### src/hw/rtl/blp_pkg.sv
// Shared types and constants for the BER length field parser.
`timescale 1ns / 1ps

package blp_pkg;

    // Longest long-form length the parser accepts, in bytes.
    localparam int unsigned MAX_LENGTH_BYTES = 8;
    localparam int unsigned LEFT_W           = $clog2(MAX_LENGTH_BYTES + 1);
    localparam int unsigned LEN_W            = 64;

    // APB register map
    localparam int unsigned APB_ADDR_W = 3;
    localparam int unsigned APB_DATA_W = 32;
    localparam logic        REG_FORM_MODE = 1'b0;

    // form_mode codes; the unused code behaves as FORM_ANY
    localparam logic [1:0] FORM_ANY        = 2'd0;
    localparam logic [1:0] FORM_DEFINITE   = 2'd1;
    localparam logic [1:0] FORM_INDEFINITE = 2'd2;

    // First-byte markers
    localparam logic [7:0] BER_LONG_FLAG  = 8'h80;
    localparam logic [7:0] BER_COUNT_MASK = 8'h7f;

    typedef enum logic [2:0] {
        ST_OK              = 3'd0,
        ST_INDEF_FORBIDDEN = 3'd1,
        ST_LONG_FORBIDDEN  = 3'd2,
        ST_SHORT_FORBIDDEN = 3'd3,
        ST_TOO_MANY        = 3'd4,
        ST_TRUNCATED       = 3'd5
    } t_status;

    typedef struct packed {
        logic [7:0] in_byte;
        logic       buffer_end;
    } t_in_beat;

    typedef struct packed {
        logic [LEN_W-1:0] length_value;
        logic             is_indefinite;
        logic [2:0]       status;
    } t_out_beat;

    // Decoder to output buffer
    typedef struct packed {
        logic      emit;
        t_out_beat beat;
    } t_dec_result;

endpackage

### src/hw/rtl/blp_apb_regs.sv
// APB register block holding form_mode.
`timescale 1ns / 1ps

module blp_apb_regs
    import blp_pkg::*;
(
    input  logic                  i_clk,
    input  logic                  i_rst_n,
    input  logic                  psel,
    input  logic                  penable,
    input  logic                  pwrite,
    input  logic [APB_ADDR_W-1:0] paddr,
    input  logic [APB_DATA_W-1:0] pwdata,
    output logic [APB_DATA_W-1:0] prdata,
    output logic                  pready,
    output logic [1:0]            o_form_mode
);

    logic [1:0] r_form_mode;
    logic [1:0] n_form_mode;
    logic       wr_en;
    logic       reg_idx;

    assign pready  = 1'b1;
    assign reg_idx = paddr[APB_ADDR_W-1];
    assign wr_en   = psel & penable & pwrite & pready;

    always_comb begin
        n_form_mode = r_form_mode;
        if (wr_en && reg_idx == REG_FORM_MODE) begin
            n_form_mode = pwdata[1:0];
        end
    end

    always_comb begin
        prdata = '0;
        unique case (reg_idx)
            REG_FORM_MODE: prdata = {{(APB_DATA_W-2){1'b0}}, r_form_mode};
            default:       prdata = '0;
        endcase
    end

    always_ff @(posedge i_clk) begin
        if (!i_rst_n) begin
            r_form_mode <= FORM_ANY;
        end else begin
            r_form_mode <= n_form_mode;
        end
    end

    assign o_form_mode = r_form_mode;

endmodule

### src/hw/rtl/blp_field_decoder.sv
// Length field state and combinational decode of one byte.
`timescale 1ns / 1ps

module blp_field_decoder
    import blp_pkg::*;
(
    input  logic        i_clk,
    input  logic        i_rst_n,
    input  logic        i_accept,
    input  t_in_beat    i_beat,
    input  logic [1:0]  i_form_mode,
    output t_dec_result o_result
);

    logic              r_collecting;
    logic              n_collecting;
    logic [LEFT_W-1:0] r_left;
    logic [LEFT_W-1:0] n_left;
    logic [LEN_W-1:0]  r_acc;
    logic [LEN_W-1:0]  n_acc;

    logic [LEN_W-1:0]  shifted;
    logic [LEFT_W-1:0] left_dec;
    logic [6:0]        cnt;
    t_dec_result       res;

    assign shifted  = {r_acc[LEN_W-9:0], i_beat.in_byte};
    assign left_dec = r_left - LEFT_W'(1);
    assign cnt      = 7'(i_beat.in_byte & BER_COUNT_MASK);

    always_comb begin
        n_collecting = r_collecting;
        n_left       = r_left;
        n_acc        = r_acc;
        res.emit               = 1'b0;
        res.beat.length_value  = '0;
        res.beat.is_indefinite = 1'b0;
        res.beat.status        = ST_OK;
        if (i_accept) begin
            if (r_collecting) begin
                n_acc  = shifted;
                n_left = left_dec;
                if (left_dec == '0) begin
                    res.emit              = 1'b1;
                    res.beat.length_value = shifted;
                    n_collecting          = 1'b0;
                    n_acc                 = '0;
                end else if (i_beat.buffer_end) begin
                    res.emit        = 1'b1;
                    res.beat.status = ST_TRUNCATED;
                    n_collecting    = 1'b0;
                    n_left          = '0;
                    n_acc           = '0;
                end
            end else if ((i_beat.in_byte & BER_LONG_FLAG) == 8'h00) begin
                // short form
                res.emit = 1'b1;
                if (i_form_mode == FORM_INDEFINITE) begin
                    res.beat.status = ST_SHORT_FORBIDDEN;
                end else begin
                    res.beat.length_value = LEN_W'(i_beat.in_byte);
                end
            end else if (cnt == 7'd0) begin
                // indefinite form
                res.emit = 1'b1;
                if (i_form_mode == FORM_DEFINITE) begin
                    res.beat.status = ST_INDEF_FORBIDDEN;
                end else begin
                    res.beat.is_indefinite = 1'b1;
                end
            end else if (i_form_mode == FORM_INDEFINITE) begin
                res.emit        = 1'b1;
                res.beat.status = ST_LONG_FORBIDDEN;
            end else if (cnt > 7'(MAX_LENGTH_BYTES)) begin
                res.emit        = 1'b1;
                res.beat.status = ST_TOO_MANY;
            end else if (i_beat.buffer_end) begin
                res.emit        = 1'b1;
                res.beat.status = ST_TRUNCATED;
            end else begin
                n_collecting = 1'b1;
                n_left       = LEFT_W'(cnt);
                n_acc        = '0;
            end
        end
    end

    always_ff @(posedge i_clk) begin
        if (!i_rst_n) begin
            r_collecting <= 1'b0;
            r_left       <= '0;
            r_acc        <= '0;
        end else begin
            r_collecting <= n_collecting;
            r_left       <= n_left;
            r_acc        <= n_acc;
        end
    end

    assign o_result = res;

    // Counter stays within the announced range while collecting.
    a_left_range: assert property (@(posedge i_clk) disable iff (!i_rst_n)
        r_collecting |-> (r_left != '0 && r_left <= LEFT_W'(MAX_LENGTH_BYTES)))
        else $error("length byte counter out of range");

    // Idle parser holds a clean accumulator and counter.
    a_idle_clean: assert property (@(posedge i_clk) disable iff (!i_rst_n)
        !r_collecting |-> (r_acc == '0 && r_left == '0))
        else $error("stale accumulator while awaiting first byte");

    // A byte in the collecting phase either finishes the field or leaves it open.
    a_collect_step: assert property (@(posedge i_clk) disable iff (!i_rst_n)
        (r_collecting && i_accept && !res.emit) |=> r_collecting)
        else $error("field dropped without a result");

endmodule

### src/hw/rtl/blp_out_skid.sv
// Two-entry result buffer: output register plus skid register.
`timescale 1ns / 1ps

module blp_out_skid
    import blp_pkg::*;
(
    input  logic        i_clk,
    input  logic        i_rst_n,
    input  t_dec_result i_result,
    input  logic        i_out_stall,
    output logic        o_out_valid,
    output t_out_beat   o_out_data,
    output logic        o_full
);

    logic      r_out_valid;
    logic      n_out_valid;
    t_out_beat r_out;
    t_out_beat n_out;
    logic      r_skid_valid;
    logic      n_skid_valid;
    t_out_beat r_skid;
    t_out_beat n_skid;
    logic      pop;

    assign pop = r_out_valid & ~i_out_stall;

    always_comb begin
        n_out_valid  = r_out_valid;
        n_out        = r_out;
        n_skid_valid = r_skid_valid;
        n_skid       = r_skid;
        if (!r_out_valid || pop) begin
            if (r_skid_valid) begin
                n_out_valid  = 1'b1;
                n_out        = r_skid;
                n_skid_valid = i_result.emit;
                n_skid       = i_result.beat;
            end else begin
                n_out_valid = i_result.emit;
                n_out       = i_result.beat;
            end
        end else if (i_result.emit) begin
            n_skid_valid = 1'b1;
            n_skid       = i_result.beat;
        end
    end

    always_ff @(posedge i_clk) begin
        if (!i_rst_n) begin
            r_out_valid  <= 1'b0;
            r_skid_valid <= 1'b0;
        end else begin
            r_out_valid  <= n_out_valid;
            r_skid_valid <= n_skid_valid;
        end
    end

    always_ff @(posedge i_clk) begin
        r_out  <= n_out;
        r_skid <= n_skid;
    end

    assign o_out_valid = r_out_valid;
    assign o_out_data  = r_out;
    assign o_full      = r_skid_valid;

    // Skid only fills behind a waiting output beat.
    a_skid_behind_out: assert property (@(posedge i_clk) disable iff (!i_rst_n)
        r_skid_valid |-> r_out_valid)
        else $error("skid holds a beat with the output register empty");

    // Full buffer must not take a new result unless a beat leaves.
    a_no_overflow: assert property (@(posedge i_clk) disable iff (!i_rst_n)
        (r_skid_valid && i_result.emit) |-> pop)
        else $error("result pushed into a full buffer");

    // Skid content moves forward when the output beat is taken.
    a_skid_forward: assert property (@(posedge i_clk) disable iff (!i_rst_n)
        (r_skid_valid && pop) |=> (r_out_valid && r_out == $past(r_skid)))
        else $error("skid beat lost on drain");

endmodule

### src/hw/rtl/ber_length_field_parser.sv
// Top level of the BER length field parser.
`timescale 1ns / 1ps

// Channel   Dir  Handshake                    Payload
// --------  ---  ---------------------------  -------------------------------
// in        in   i_in_valid / o_in_stall      i_in_data  (t_in_beat)
// out       out  o_out_valid / i_out_stall    o_out_data (t_out_beat)
// config    in   APB psel/penable/pwrite      paddr, pwdata, prdata, pready
//
// One input beat per cycle while o_in_stall is low; each byte is decoded in
// the cycle it is accepted, together with the accumulator shift and counter
// update, and a result, when the field completes or fails, is registered in
// the output buffer. Reset is synchronous, active low; it clears the parser
// to await a first byte and sets form_mode to "any form". No clearing pass.
// A two-entry output buffer keeps input flowing while a result waits; o_in_stall
// rises only when both entries are occupied.

module ber_length_field_parser
    import blp_pkg::*;
(
    input  logic                  i_clk,
    input  logic                  i_rst_n,
    // configuration
    input  logic                  psel,
    input  logic                  penable,
    input  logic                  pwrite,
    input  logic [APB_ADDR_W-1:0] paddr,
    input  logic [APB_DATA_W-1:0] pwdata,
    output logic [APB_DATA_W-1:0] prdata,
    output logic                  pready,
    // input bytes
    input  logic                  i_in_valid,
    input  t_in_beat              i_in_data,
    output logic                  o_in_stall,
    // results
    output logic                  o_out_valid,
    output t_out_beat             o_out_data,
    input  logic                  i_out_stall
);

    logic [1:0]  form_mode_q;
    logic        in_accept;
    logic        buf_full;
    t_dec_result dec_result;

    // form_mode is sampled only on a first byte inside the decoder
    blp_apb_regs u_regs (
        .i_clk       (i_clk),
        .i_rst_n     (i_rst_n),
        .psel        (psel),
        .penable     (penable),
        .pwrite      (pwrite),
        .paddr       (paddr),
        .pwdata      (pwdata),
        .prdata      (prdata),
        .pready      (pready),
        .o_form_mode (form_mode_q)
    );

    // stall only when the skid entry is taken
    assign o_in_stall = buf_full;
    assign in_accept  = i_in_valid & ~buf_full;

    blp_field_decoder u_dec (
        .i_clk       (i_clk),
        .i_rst_n     (i_rst_n),
        .i_accept    (in_accept),
        .i_beat      (i_in_data),
        .i_form_mode (form_mode_q),
        .o_result    (dec_result)
    );

    blp_out_skid u_out (
        .i_clk       (i_clk),
        .i_rst_n     (i_rst_n),
        .i_result    (dec_result),
        .i_out_stall (i_out_stall),
        .o_out_valid (o_out_valid),
        .o_out_data  (o_out_data),
        .o_full      (buf_full)
    );

endmodule
### config.mk
export PLATFORM = sky130hd
export DESIGN_NAME = ber_length_field_parser
export DESIGN_NICKNAME = d
export VERILOG_FILES = /design/src/hw/rtl/blp_pkg.sv /design/src/hw/rtl/blp_apb_regs.sv /design/src/hw/rtl/blp_field_decoder.sv /design/src/hw/rtl/blp_out_skid.sv /design/src/hw/rtl/ber_length_field_parser.sv
export SDC_FILE = /design/constraint.sdc
export NUM_CORES = 1
export LEC_CHECK = 0
export CORE_AREA = 10 10 173 175
export DETAILED_ROUTE_END_ITERATION = 8
export DIE_AREA = 0 0 183 185
export DONT_BUFFER_PORTS = 1
export PLACE_DENSITY = 0.46
export SYNTH_ARGS = -nofsm -noshare
export SYNTH_HDL_FRONTEND = slang
export SYNTH_HIERARCHICAL = 1
export SYNTH_SLANG_ARGS = --single-unit
### constraint.sdc
create_clock -name i_clk -period 4.02 [get_ports i_clk]
set_input_delay 0.201 -clock i_clk [delete_from_list [all_inputs] [get_ports i_clk]]
set_output_delay 0.201 -clock i_clk [all_outputs]
set_load 0.02 [all_outputs]
== After elaboration in Yosys (flattened, before gate mapping) ==
Index checks and enable logic that the tools add are counted.

* Register bits after elaboration: 201
* Logic and storage cells: 94

* Equality and inequality tests: 8
* Mux-type cells: 56
* Bitwise gates (word level): 7
* Reductions and logical operators: 9
* Add/subtract/negate cells: 1
* Magnitude comparators: 1

{| class="wikitable"
|+ Operators with widths
! operator !! count
|-
| $mux W56 || 8
|-
| $mux W68 || 4
|-
| $mux W69 || 1
|-
| $mux W65 || 1
|-
| $mux W64 || 1
|-
| $mux W4 || 8
|-
| $mux W1 || 22
|-
| $mux W3 || 7
|-
| $mux W8 || 2
|-
| $ne A2 B1 Y1 const B || 6
|-
| $logic_not A8 Y1 || 1
|-
| $gt A7 B4 Y1 const B || 1
|-
| $logic_not A7 Y1 || 1
|-
| $reduce_and A6 Y1 || 1
|-
| $and A1 B1 Y1 || 4
|-
| $logic_not A4 Y1 || 1
|-
| $mux W2 || 2
|-
| $sub A4 B1 Y4 const B || 1
|-
| $not A1 Y1 || 3
|-
| $eq A2 B1 Y1 const B || 1
|-
| $eq A2 B2 Y1 const B || 1
|-
| $reduce_and A2 Y1 || 1
|-
| $reduce_bool A2 Y1 || 1
|-
| $logic_and A1 B1 Y1 || 1
|-
| 2 further kinds || 2
|}

== Depth between registers and ports, before layout ==
Gate-level depths: netlist of the first run.

* Word-level depth: 9
* Depth in mapped cells: 9

== Modules after synthesis ==
Netlist of the first run, hierarchy kept.

{| class="wikitable"
|+ By module, submodules not included
! module !! cells an instance !! area each (um^2) !! sequential area each (um^2) !! instances
|-
| blp_out_skid || 222 || 5,333.9 || 4,124.0 || 1
|-
| blp_field_decoder || 418 || 3,485.8 || 1,221.2 || 1
|-
| blp_apb_regs || 44 || 346.6 || 40.0 || 1
|-
| ber_length_field_parser || 1 || 13.8 || 0.0 || 1
|}

== Least setup slack after synthesis of the first run ==
Ideal clock, no wire load.

* Path kind: reg2reg
* Start point: register u_out.r_out_valid, in the netlist u_out/o_out_valid
* End point: register u_out/r_skid[0] (netlist name) (enable)
* Setup slack: 522 ps
* Setup time: 397 ps
* Arrival time: 3,101 ps
* Required time: 3,623 ps
* Cell stages (with the launch flop): 3
* Cell sequence: dfxtp_1 -> nand2_1 -> mux2_2

* Longest elaborated chain between the ends: 4
* Elaborated cells between the ends (all ways): 6
* Classes of those cells: 1 x eq/ne; 1 x bitwise; 4 x reduce/logical

{| class="wikitable"
|+ Ends and longest elaborated chain
! item !! RTL line !! source
|-
| start: declaration || blp_out_skid.sv:16 || <nowiki>logic r_out_valid;</nowiki>
|-
| start signal: assignment || blp_out_skid.sv:54 || <nowiki>r_out_valid <= n_out_valid;</nowiki>
|-
| $and A1 B1 Y1 or $logic_not A1 Y1 (tied branches) || blp_out_skid.sv:26, blp_out_skid.sv:33 ||
|-
| $logic_or A1 B1 Y1 (*) || blp_out_skid.sv:33 || <nowiki>if (!r_out_valid || pop) begin</nowiki>
|-
| $ne A2 B1 Y1 (no source line) or $reduce_bool A2 Y1 (tied branches) || -- ||
|-
| $reduce_and A2 Y1 (no source line) (*) || -- ||
|-
| end signal: assignment || blp_out_skid.sv:61 || <nowiki>r_skid <= n_skid;</nowiki>
|-
| end: declaration || blp_out_skid.sv:22 || <nowiki>t_out_beat r_skid;</nowiki>
|}

Mark *: on every way between the ends. The rest lies on a longest branch, timed or not.
A chain may end at the register's enable or synchronous reset.

==> out/results.txt, run 1 <==
Crit. End Element = flip-flop
Hold WC Path Type = in -> reg
final global-route overflow total = 0
share of synthesized registers carrying an async set or reset = 0%
Nets = 727
Synth Flop Type = edfxtp_1
WL/cell = 19.7 microns
required time of the critical path = 4390 ps
flops & latches, synth = 201
Post-Syn Area per Cell = 13.4 sq um
layout cell share with drive strength beyond 1 = 21.3%
commonest non-fill, non-tap cells in the layout = 136 x edfxtp_1, 69 x nand2_1, 67 x mux2_4, 64 x and2_1, 64 x dfxtp_1
aggregate global-route resource usage = 11.5%
Period Utilization, post-route = 71.0%
num ports = 154
post-synthesis compound-gate area fraction = 11.9%
Worst-Margin Slew = 1310 ps
number of synthesized flops with an enable pin = 136
Die ar. = 33900 sq um
Critical Path AT = 3220 ps
gp weighted congestion = 0.787
Max VDD drop = 0.216 mV
Synth Area in Adders = 0.382%
Starting DRT DRC Count = 333
Final Setup Violations = 0
row cnt = 60
Reg2Reg Setup Slack = 1170 ps
# resized after CTS = 0
sequential area share after synthesis = 58.7%
Initial Util = 34.5%
Cells after Synth = 685
via count = 5235
post-synthesis xor/xnor area fraction = 0.0954%
HPWL after DPL = 12200 microns
Fin. Hold Viols = 0
YS warnings = 6
multiplexer share of the synthesized area = 11.7%
CTS Root Cell = clkbuf_16
Unique masters post-synth = 52
Worst setup SP type = flip-flop
clock buffer depth = 3
WS Path Type = reg -> reg
Clk pin slew, worst setup/hold paths = 60 ps
global-route wire length before repair = 31700 microns
core area = 26600 sq um
RSZ-0062 raised after global routing = no
initial antenna violation count = 0
max cap viols = 0
synthesized cell area = 9180 sq um
input/output buffers = 0
Final min period = 2850 ps
H-tree levels = 1
Slew headroom = 12.8%
FMAX = 351 MHz
largest family of logic cells by synthesized area = compound AO/OA/AOI/OAI gates
insertion delay to the later sink of the worst-skew pair = 500 ps
Die Ht = 185 microns
Leakage = 3.61 nW
ANT nets after route = 0
pin count of the biggest net entering global routing = 69
Worst Path Max Fanout = 31
clk_skew = 7.89 ps
Die Width = 183 microns
cts bufs inserted = 23
clk sinks = 201
number of global-route vias before repair = 5376
DRT Pass-1 Iters = 4
TritonCTS clock tree = built
Pwr Total = 4.43 mW
area delta synth->final = 8.91%
post-DR vias/cell = 5.08
commonest non-fill, non-tap cell in the layout = edfxtp_1
post-synthesis simple-gate area fraction = 10.2%
antenna cells = 0
power per cell area = 443 nW/um^2
max-slew violations = 0
final wirelength = 20200 microns
DRC = 0
Final TNS setup = 0 ps
outcome = finished clean
==> layer usage <==
metal	part of all wire, %	vias to the layer above	GRT usage, %
met4	2.0	0	2.85
met2	49	133	19.3
met5	0	-	0
met1	43	2620	14.3
li1	-	2457	-
met3	5.9	25	3.25
==> final cells by class <==
cell class / instances / area, sq um
fill: 2558 / 16600
sequential: 201 / 5390
multi-input combinational: 418 / 3280
clock buffer: 33 / 643
tap: 341 / 427
timing repair buffer: 22 / 198
clock inverter: 7 / 30.0
inverter: 8 / 30.0
==> where the power goes <==
part / total (mW) / switching, mW / internal, mW
Combinational: 0.169 / 0.113 / 0.0562
Sequential: 2.38 / 0.0956 / 2.28
Clock: 1.88 / 0.779 / 1.10
Total: 4.43 / 0.987 / 3.44
==> cell usage after synthesis, types with 3 or more instances <==
cell	n	area share [%]
buf_4	31	2.5
inv_1	8	0.33
nand2b_1	4	0.27
clkbuf_1	32	1.3
a31o_2	26	2.5
o31ai_1	3	0.25
a31o_1	30	2.9
and3_1	3	0.20
mux2_4	67	11
nand2_1	70	2.9
a211oi_1	56	4.6
edfxtp_1	136	44
dfxtp_1	65	14
and2_1	65	4.4
or3_1	3	0.20
o21ai_0	5	0.27
mux2i_1	5	0.55
buf_12	6	1.3
buf_2	11	0.60
buf_6	6	0.74
nor2_1	5	0.20
a21oi_1	5	0.27
==> critical path, cell delays in order (launching register included) <==
cell     delay (ps)
dfxtp_1         470
inv_1            80
ha_1            270
nor2_1          130
a31oi_1         190
nor2_2          790
buf_4           400
and2_1          220
mux2_4          150
==> sequential cells by signal, indices dropped and copies added (netlist names) <==
signal              flops
u_out/o_out_valid       1
u_out/r_skid           68
u_out/o_full            1
u_regs/o_form_mode      2
u_dec/r_acc            56
u_out/o_out_data       68
u_dec/r_left            4
u_dec/r_collecting      1
==> through the flow <==
step	cells	setup WS [ps]	util [%]	hold slack, ps	cell area (sq um)
floorplan	714	522	-	343	9290
global placement	977	1210	34.6	350	9200
detailed placement	977	1050	34.6	352	9200
CTS	1030	1020	37.6	6.65	10000
global route	1030	851	37.6	20.2	10000
finish	1030	1170	37.6	49.6	10000
==> path summary, 6_finish.rpt <==
check                               startpoint                              to  cells after the start
hold / removal                         i_rst_n    u_dec/r_acc[19]$_SDFFE_PN0P_                      3
setup / recovery  u_dec/r_left[0]$_SDFFE_PN0P_  u_out/o_out_data[38]$_DFFE_PP_                      8
hold reg to reg   u_dec/r_acc[15]$_SDFFE_PN0P_    u_dec/r_acc[23]$_SDFFE_PN0P_                      1
setup reg to reg  u_dec/r_left[0]$_SDFFE_PN0P_  u_out/o_out_data[38]$_DFFE_PP_                      8
==> kinds of logic (layout without fill, tap and decap cells) <==
kind of cell | Yosys count | in the layout
buf+inv | 95 | 70
xor+xnor | 1 | 1
other cells | 2 | 31
simple gates | 171 | 171
compound gates | 138 | 138
fa+ha+maj | 3 | 3
flops | 201 | 201
mux | 74 | 74
==> what timing repair did <==
action | in CTS | in global routing
setup buffers | 0 | 0
hold endpoints to repair | 26 | 0
hold buffers | 13 | 0
Note: power is estimated with default switching activity, not from simulation.
==> inputs of run 2 (changes only) <==
- PLACE_DENSITY: 0.46 -> 0.47
- clock period: 4.02 -> 2.55 ns (I/O delays scaled with it)
==> run 2 against run 1 <==
Cell area up 1.4%. Via count about the same. First-iteration DRC count down 2.4%. Non-clock buffer count up 8. Core utilization up 0.53 points. Critical endpoint is now u_out/r_skid[41]$_DFFE_PP_. Hold slack worse by 36 ps.
==> out/results.txt, run 2 (synthesis results as in run 1) <==
final wirelength = 20300 microns (+0.16%)
WL/cell = 19.5 microns (-0.61%)
ANT nets after route = 0 (unchanged)
aggregate global-route resource usage = 11.7% (+0.17 points)
number of global-route vias before repair = 5531 (+2.9%)
via count = 5231 (-0.076%)
insertion delay to the later sink of the worst-skew pair = 500 ps (about the same)
pin count of the biggest net entering global routing = 73 (+5.8%)
Worst Path Max Fanout = 37 (+19%)
cts bufs inserted = 22 (-4.3%)
HPWL after DPL = 12400 microns (+2.2%)
Slew headroom = 49.5% (+37 points)
clk sinks = 201 (unchanged)
Die Ht = 185 microns (unchanged)
WS Path Type = reg -> reg
RSZ-0062 raised after global routing = no
commonest non-fill, non-tap cell in the layout = edfxtp_1
Initial Util = 34.5% (unchanged)
core area = 26600 sq um (unchanged)
num ports = 154 (unchanged)
clock buffer depth = 3 (unchanged)
area delta synth->final = 10.5%
global-route wire length before repair = 32200 microns (+1.7%)
Critical Path AT = 2650 ps (-570 ps)
Final min period = 2420 ps (-433 ps)
Worst setup SP type = flip-flop
post-CTS setup buffers = 0 (unchanged)
r2r startpoint = u_dec/r_left[0]$_SDFFE_PN0P_
Nets = 734 (+0.96%)
input/output buffers = 0 (unchanged)
Leakage = 3.66 nW (+1.3%)
row cnt = 60 (unchanged)
Pwr Total = 6.95 mW (+57%)
Max VDD drop = 0.471 mV (+120%)
CTS Root Cell = clkbuf_16
DRT Pass-1 Iters = 5 (+1)
Final TNS setup = 0 ps (unchanged)
antenna cells = 0 (unchanged)
max-slew violations = 0 (unchanged)
TritonCTS clock tree = built
outcome = finished clean
Clk pin slew, worst setup/hold paths = 60 ps (about the same)
Die ar. = 33900 sq um (unchanged)
dpl ws = -39.9 ps (-1090 ps)
max cap viols = 0 (unchanged)
Worst-Margin Slew = 758 ps (-551 ps)
Die Width = 183 microns (unchanged)
H-tree levels = 1 (unchanged)
power per cell area = 686 nW/um^2 (+55%)
initial antenna violation count = 0 (unchanged)
commonest non-fill, non-tap cells in the layout = 136 x edfxtp_1, 69 x nand2_1, 68 x mux2_4, 64 x and2_1, 64 x dfxtp_1
Period Utilization, post-route = 94.9% (+24 points)
clk_skew = 13.2 ps (+5.31 ps)
FMAX = 413 MHz (+18%)
layout cell share with drive strength beyond 1 = 21.4% (+0.042 points)
Hold Crit Start = i_rst_n
gp weighted congestion = 0.782 (-0.65%)
Final Setup Violations = 0 (unchanged)
Fin. Hold Viols = 0 (unchanged)
Crit. End Element = flip-flop
PnR worst setup slack = 131 ps (-1040 ps)
post-DR vias/cell = 5.04 (-0.85%)
final global-route overflow total = 0 (unchanged)
Critical path origin = u_dec/r_left[0]$_SDFFE_PN0P_
DRC = 0 (unchanged)
required time of the critical path = 2780 ps (-1610 ps)
Starting DRT DRC Count = 325 (-2.4%)
Hold WC Path Type = in -> reg
-- run 2: cell count changes in the layout (fill, tap and decap cells not counted), sizes merged --
cell,previous run,this run
clkbuf,33,38
dlygate4sd3,13,16
buf,9,14
clkinv,7,2
-- run 2: final timing paths --
kind / end / slack [ps] / cells after the start
min: u_out/o_out_valid$_SDFFE_PN0P_ / 10 / 2
max reg2reg: u_out/r_skid[41]$_DFFE_PP_ / 130 / 8
max: u_out/r_skid[41]$_DFFE_PP_ / 130 / 8
min reg2reg: u_dec/r_acc[38]$_SDFFE_PN0P_ / 510 / 1
-- run 2: layer usage --
layer	vias up	global-route usage, %	routed length, microns
met3	33	3.02	1130
met2	137	19.2	9680
met5	-	0	0
met4	0	3.34	501
li1	2466	-	-
met1	2595	14.8	8980
-- run 2: through the flow --
step	hold slack (ps)	util, %	std cells	instance area [sq um]
floorplan	270	-	714	9300
global placement	276	35.0	981	9290
detailed placement	279	35.0	981	9290
CTS	18.8	38.1	1038	10100
global route	12.8	38.2	1038	10100
finish	13.9	38.2	1038	10100
-- run 2: layout make-up --
type | instances | area, sq um
multi-input combinational | 418 | 3300
clock buffer | 38 | 642
timing repair buffer | 30 | 348
tap | 341 | 427
inverter | 8 | 30.0
fill | 2552 | 16400
clock inverter | 2 | 8.76
sequential | 201 | 5390
-- run 2: what timing repair did --
action,4_1_cts,5_1_grt
hold buffers,17,0
pin swaps,0,0
gates cloned,0,0
endpoints found under the setup margin,63,123
endpoints found under the hold margin,94,0
resized for setup,2,1
-- run 2: report_power, final --
| part | switching (mW) | total, mW | internal, mW |
|---|---|---|---|
| clock network | 1.20 | 2.90 | 1.70 |
| registers | 0.144 | 3.74 | 3.60 |
| logic | 0.207 | 0.314 | 0.107 |
| total | 1.55 | 6.95 | 5.40 |
-- run 2: worst max-delay path, stage by stage (launching register included) --
cell and delay, ps:
dfxtp_1 460, inv_1 70, ha_1 270, and3b_1 200, a31oi_2 270, nor2_1 70, o221a_2 280, mux2_4 320
buf_12 180
